==> src/cvpc_pkg.sv <==
package cvpc_pkg;

    // default converter resolutions
    localparam int ADC_BITS_DEF = 12;
    localparam int DAC_BITS_DEF = 12;

    // dividend width covers a 16-bit code times a 24-bit numerator plus rounding
    localparam int DIV_W = 41;
    // divisor and remainder width (24-bit gain denominator)
    localparam int DEN_W = 24;
    // sideband carried along the divider: kind and channel
    localparam int SIDE_W = 2;

    // register indexes
    localparam logic [2:0] REG_ADC_CAL_A = 3'd0;
    localparam logic [2:0] REG_ADC_CAL_B = 3'd1;
    localparam logic [2:0] REG_DAC_CAL_A = 3'd2;
    localparam logic [2:0] REG_DAC_CAL_B = 3'd3;
    localparam logic [2:0] REG_RANGE     = 3'd4;

    localparam logic [63:0] CAL_RESET   = 64'h0000_0100_0001_0000;
    localparam logic [6:0]  RANGE_RESET = 7'd60;

    // conversion directions
    localparam logic KIND_ADC = 1'b0;
    localparam logic KIND_DAC = 1'b1;

    typedef struct packed {
        logic              valid;
        logic [SIDE_W-1:0] side;
    } t_ctl;

endpackage

==> src/cvpc_div_cell.sv <==
module cvpc_div_cell
    import cvpc_pkg::*;
#(
    parameter int DW = DIV_W,
    parameter int RW = DEN_W
) (
    input  logic          i_clk,
    input  logic          i_rst_n,
    input  t_ctl          i_ctl,
    input  logic [DW-1:0] i_n,
    input  logic [RW-1:0] i_d,
    input  logic [RW-1:0] i_r,
    output t_ctl          o_ctl,
    output logic [DW-1:0] o_n,
    output logic [RW-1:0] o_d,
    output logic [RW-1:0] o_r
);

    logic [RW:0]   r2;
    logic [RW:0]   diff;
    logic          ge;
    logic [RW-1:0] n_r;
    logic [DW-1:0] n_n;

    // one restoring step: shift in the top dividend bit, trial subtract
    always_comb begin
        r2   = {i_r, i_n[DW-1]};
        diff = r2 - {1'b0, i_d};
        ge   = (r2 >= {1'b0, i_d});
        n_r  = ge ? diff[RW-1:0] : r2[RW-1:0];
        n_n  = {i_n[DW-2:0], ge};
    end

    always_ff @(posedge i_clk) begin
        if (!i_rst_n) begin
            o_ctl.valid <= 1'b0;
        end else begin
            o_ctl.valid <= i_ctl.valid;
        end
        o_ctl.side <= i_ctl.side;
        o_n        <= n_n;
        o_d        <= i_d;
        o_r        <= n_r;
    end

endmodule

==> config.mk <==
export PLATFORM = sky130hd
export DESIGN_NAME = cvpc_div_cell
export DESIGN_NICKNAME = d
export VERILOG_FILES = /design/src/cvpc_pkg.sv /design/src/cvpc_div_cell.sv
export SDC_FILE = /design/constraint.sdc
export NUM_CORES = 1
export LEC_CHECK = 0
export ABC_AREA = 1
export BUFFER_PORTS_ARGS = -buffer_cell sky130_fd_sc_hd__buf_2
export CAP_MARGIN = 0
export CELL_PAD_IN_SITES_DETAIL_PLACEMENT = 1
export CELL_PAD_IN_SITES_GLOBAL_PLACEMENT = 2
export CORE_ASPECT_RATIO = 1.2
export CORE_UTILIZATION = 25
export DETAILED_ROUTE_END_ITERATION = 12
export PLACE_DENSITY_LB_ADDON = 0.05
export SLEW_MARGIN = 20
export SYNTH_ARGS = -nofsm -noshare
export SYNTH_HDL_FRONTEND = slang
export SYNTH_SLANG_ARGS = --single-unit
==> constraint.sdc <==
create_clock -name i_clk -period 2.1 [get_ports i_clk]
set_input_delay 0.315 -clock i_clk [delete_from_list [all_inputs] [get_ports i_clk]]
set_output_delay 0.315 -clock i_clk [all_outputs]
set_load 0.005 [all_outputs]
==> flow_metrics.py <==
metrics = {
    "timing": {
        "rsz0062_at_grt": "no",
        "finalHoldViolCount": 0,
        "tightest_slew_ns": 0.298,
        "fin_crit_ns": 1.75,
        "drv_slew": 0,
        "finalCritPeriodShare": 0.835,
        "whs_ns": 0.0658,
        "fmax_mhz": 570,
        "setup-violations-final": 0,
        "slew_headroom": 0.801,
    },
    "placement": {
        "placed_area_um2": 5550,
        "dp_hpwl_mm": 11.9,
        "place_congestion": 0.794,
        "portBuffers": 185,
    },
    "die": {
        "start_util": 0.258,
        "num_rows": 51,
        "die_w_um": 121,
        "core_um2": 16300,
        "die_h_um": 144,
        "dieArea_um2": 17400,
        "io_pins": 186,
    },
    "logic_synthesis": {
        "synthAdderAreaFrac": 0.0760,
        "syn_inst": 576,
        "ys_seq_elements": 92,
        "synthMuxAreaShare": 0,
        "ys_types": 27,
        "synth_area_um2": 4210,
        "ys_seq_area_frac": 0.437,
        "syn-num-nets": 695,
        "synth_top_family_by_area": "simple AND/OR/NAND/NOR gates",
        "yosys.area_share.simple": 0.330,
        "synth_compound_area_frac": 0.0175,
        "synthXorXnorAreaFrac": 0.0229,
        "avgSynthCellArea_um2": 7.31,
        "ys.warnings.count": 0,
    },
    "power_and_ir_drop": {
        "clkPwrFrac": 0.342,
        "seq_power_share": 0.435,
        "p_sw_mw": 1.32,
        "power_density_nw_per_um2": 765,
        "leakage_nw": 3.38,
        "power.internal_mw": 3.14,
        "peakVddDrop_uv": 353,
        "swShare": 0.296,
        "combPwrFrac": 0.223,
        "power_mw": 4.46,
    },
    "critical_path": {
        "cp-start-kind": "primary input",
        "critPathArrivalTime_ns": 1.99,
        "criticalPathCategory": "primary input to register",
        "required_ns": 2.34,
        "critPathSlowestCell": "fa_1",
        "crit_fanout": 4,
        "critPathCaptureType": "register",
        "crit_chain": "buf_2 > inv_1 > ha_1 > fa_1 > inv_1 > nand3_1 > nand3_1 > nand2_1 > nand3_1 > nand2_1 > nand3_1 > nand2_1 > nand2_2 > nand2_1",
        "critical_path.max_stage_delay_ns": 0.41,
    },
    "routing": {
        "via_per_inst": 4.20,
        "num_vias": 4208,
        "routed_wl_mm": 14.1,
        "drc": 0,
        "drt_pre_antenna_iters": 4,
        "first_iter_violations": 69,
        "avgRoutedWirePerCell_um": 14.1,
        "drtAntennaViolNets": 0,
    },
    "clock_tree": {
        "cts_buffers": 9,
        "cts_tree": "yes",
        "clkTransAtPathRegs_ns": 0.07,
        "cts_resized": 0,
        "cts_max_path_buffers": 2,
        "cts_setup_buffers": 0,
        "htreeDepth": 3,
        "holdBufCountCts": 0,
        "cts_root_buf": "clkbuf_16",
        "cts.sinks": 92,
    },
    "finish": {
        "utilization": 0.357,
        "final_cell_mix": "205 x nand2_1, 185 x buf_2, 113 x inv_1, 92 x dfxtp_1, 30 x nand4_1",
        "nets": 905,
        "multi_input_area_um2": 1880,
        "layout_commonest_cell": "nand2_1",
        "syn2layout_area_growth_pct": 38.3,
        "antenna-diode-count": 0,
        "nFillCells": 2089,
        "fin_area_um2": 5830,
        "regArea_um2": 1840,
        "drive_gt1_frac": 0.311,
    },
    "global_routing": {
        "first_global_vias": 4334,
        "grt_use_total": 0.167,
        "grt_pass1_wl_mm": 21.9,
        "grt_max_degree": 25,
        "antenna_found_initial": 0,
        "grt.overflow.total": 0,
    },
    "run_status": {
        "outcome": "completed",
    },
    "worst_hold_path": {
        "hold_path.class": "primary input to register",
    },
    "run": {
        "drv_cap": 0,
    },
}
==> area by class of cell <==
| class | count | share of cell area |
|---|---|---|
| timing repair buffer | 207 | 0.194 |
| clock buffer | 10 | 0.0393 |
| multi-input combinational | 360 | 0.322 |
| clock inverter | 6 | 0.00837 |
| tap | 212 | 0.0455 |
| inverter | 116 | 0.0747 |
| sequential | 92 | 0.316 |
==> cell usage after synthesis <==
library cell    n  area share
nor3_1          1      0.0012
nand4_2         1      0.0030
nand4_1        30       0.045
nor3_2          2      0.0048
nand3b_1        1      0.0018
o21a_1          1      0.0018
a21oi_4         1      0.0039
buf_8           1      0.0036
nor2_1         27       0.024
inv_2           3      0.0027
nand3_1        27       0.032
inv_1         113        0.10
xnor2_1         1      0.0021
buf_2           6      0.0071
fa_1            1      0.0048
a21oi_1        10       0.012
nand2_2        11       0.016
nor3_4          1      0.0039
buf_6           1      0.0027
xor2_1         10       0.021
nor2_2          2      0.0030
nor2_4          1      0.0027
nand2_1       205        0.18
nand3_4         2      0.0083
dfxtp_1        92        0.44
ha_1           24       0.071
and2_1          1      0.0015
==> power groups by stage <==
stage	clock network [mW]	registers, mW	logic [mW]
3_5_place_dp	0	1.98	1.02
2_1_floorplan	0	2.00	0.516
4_1_cts	1.60	1.94	1.03
6_report	1.53	1.94	0.996
3_3_place_gp	0	1.98	1.01
5_1_grt	1.66	1.95	1.14
==> per-layer routing <==
metal  routed length, um  up-vias  part of all wire  GRT usage
met5                   0        -                 0          0
met4                 168        0             0.012     0.0520
met3                 827        8             0.058     0.0379
met2                7340      122              0.52      0.311
met1                5810     1905              0.41      0.187
li1                    -     2173                 -          -
==> logic make-up after synthesis <==
family,after synthesis
buffers and inverters,124
AOI/OAI and AO/OA,12
and+or+nand+nor,312
DFF,92
adders and majority gates,25
xor gates and xnor gates,11
==> worst paths after layout <==
| path | from | endpoint | slack, ns | depth (start not counted) |
|---|---|---|---|---|
| worst max-delay path | i_n[40] | o_r[16]$_DFF_P_ | 0.35 | 14 |
| worst min-delay path | i_n[16] | o_n[17]$_DFF_P_ | 0.07 | 1 |
==> critical path: cells and delay by family <==
| kind | cells | cell delay, ns |
|---|---|---|
| buffers and inverters | 3 | 0.25 |
| and+or+nand+nor | 9 | 0.80 |
| adders and majority gates | 2 | 0.62 |
==> sequential cells by signal, summed over array words and instances (netlist names) <==
| name | count |
|---|---|
| o_d | 24 |
| o_n | 41 |
| o_r | 24 |
| o_ctl | 3 |
==> per-stage QoR <==
step	cells	setup slack (ns)	TNS, ns
after detailed placement	987	-0.0477	-0.661
after CTS	1003	0.306	0
final	1003	0.346	0
after floorplan	576	0.313	0
after global routing	1003	0.156	0
after global placement	987	-0.0922	-0.677
Note: power is estimated with default switching activity, not from simulation.
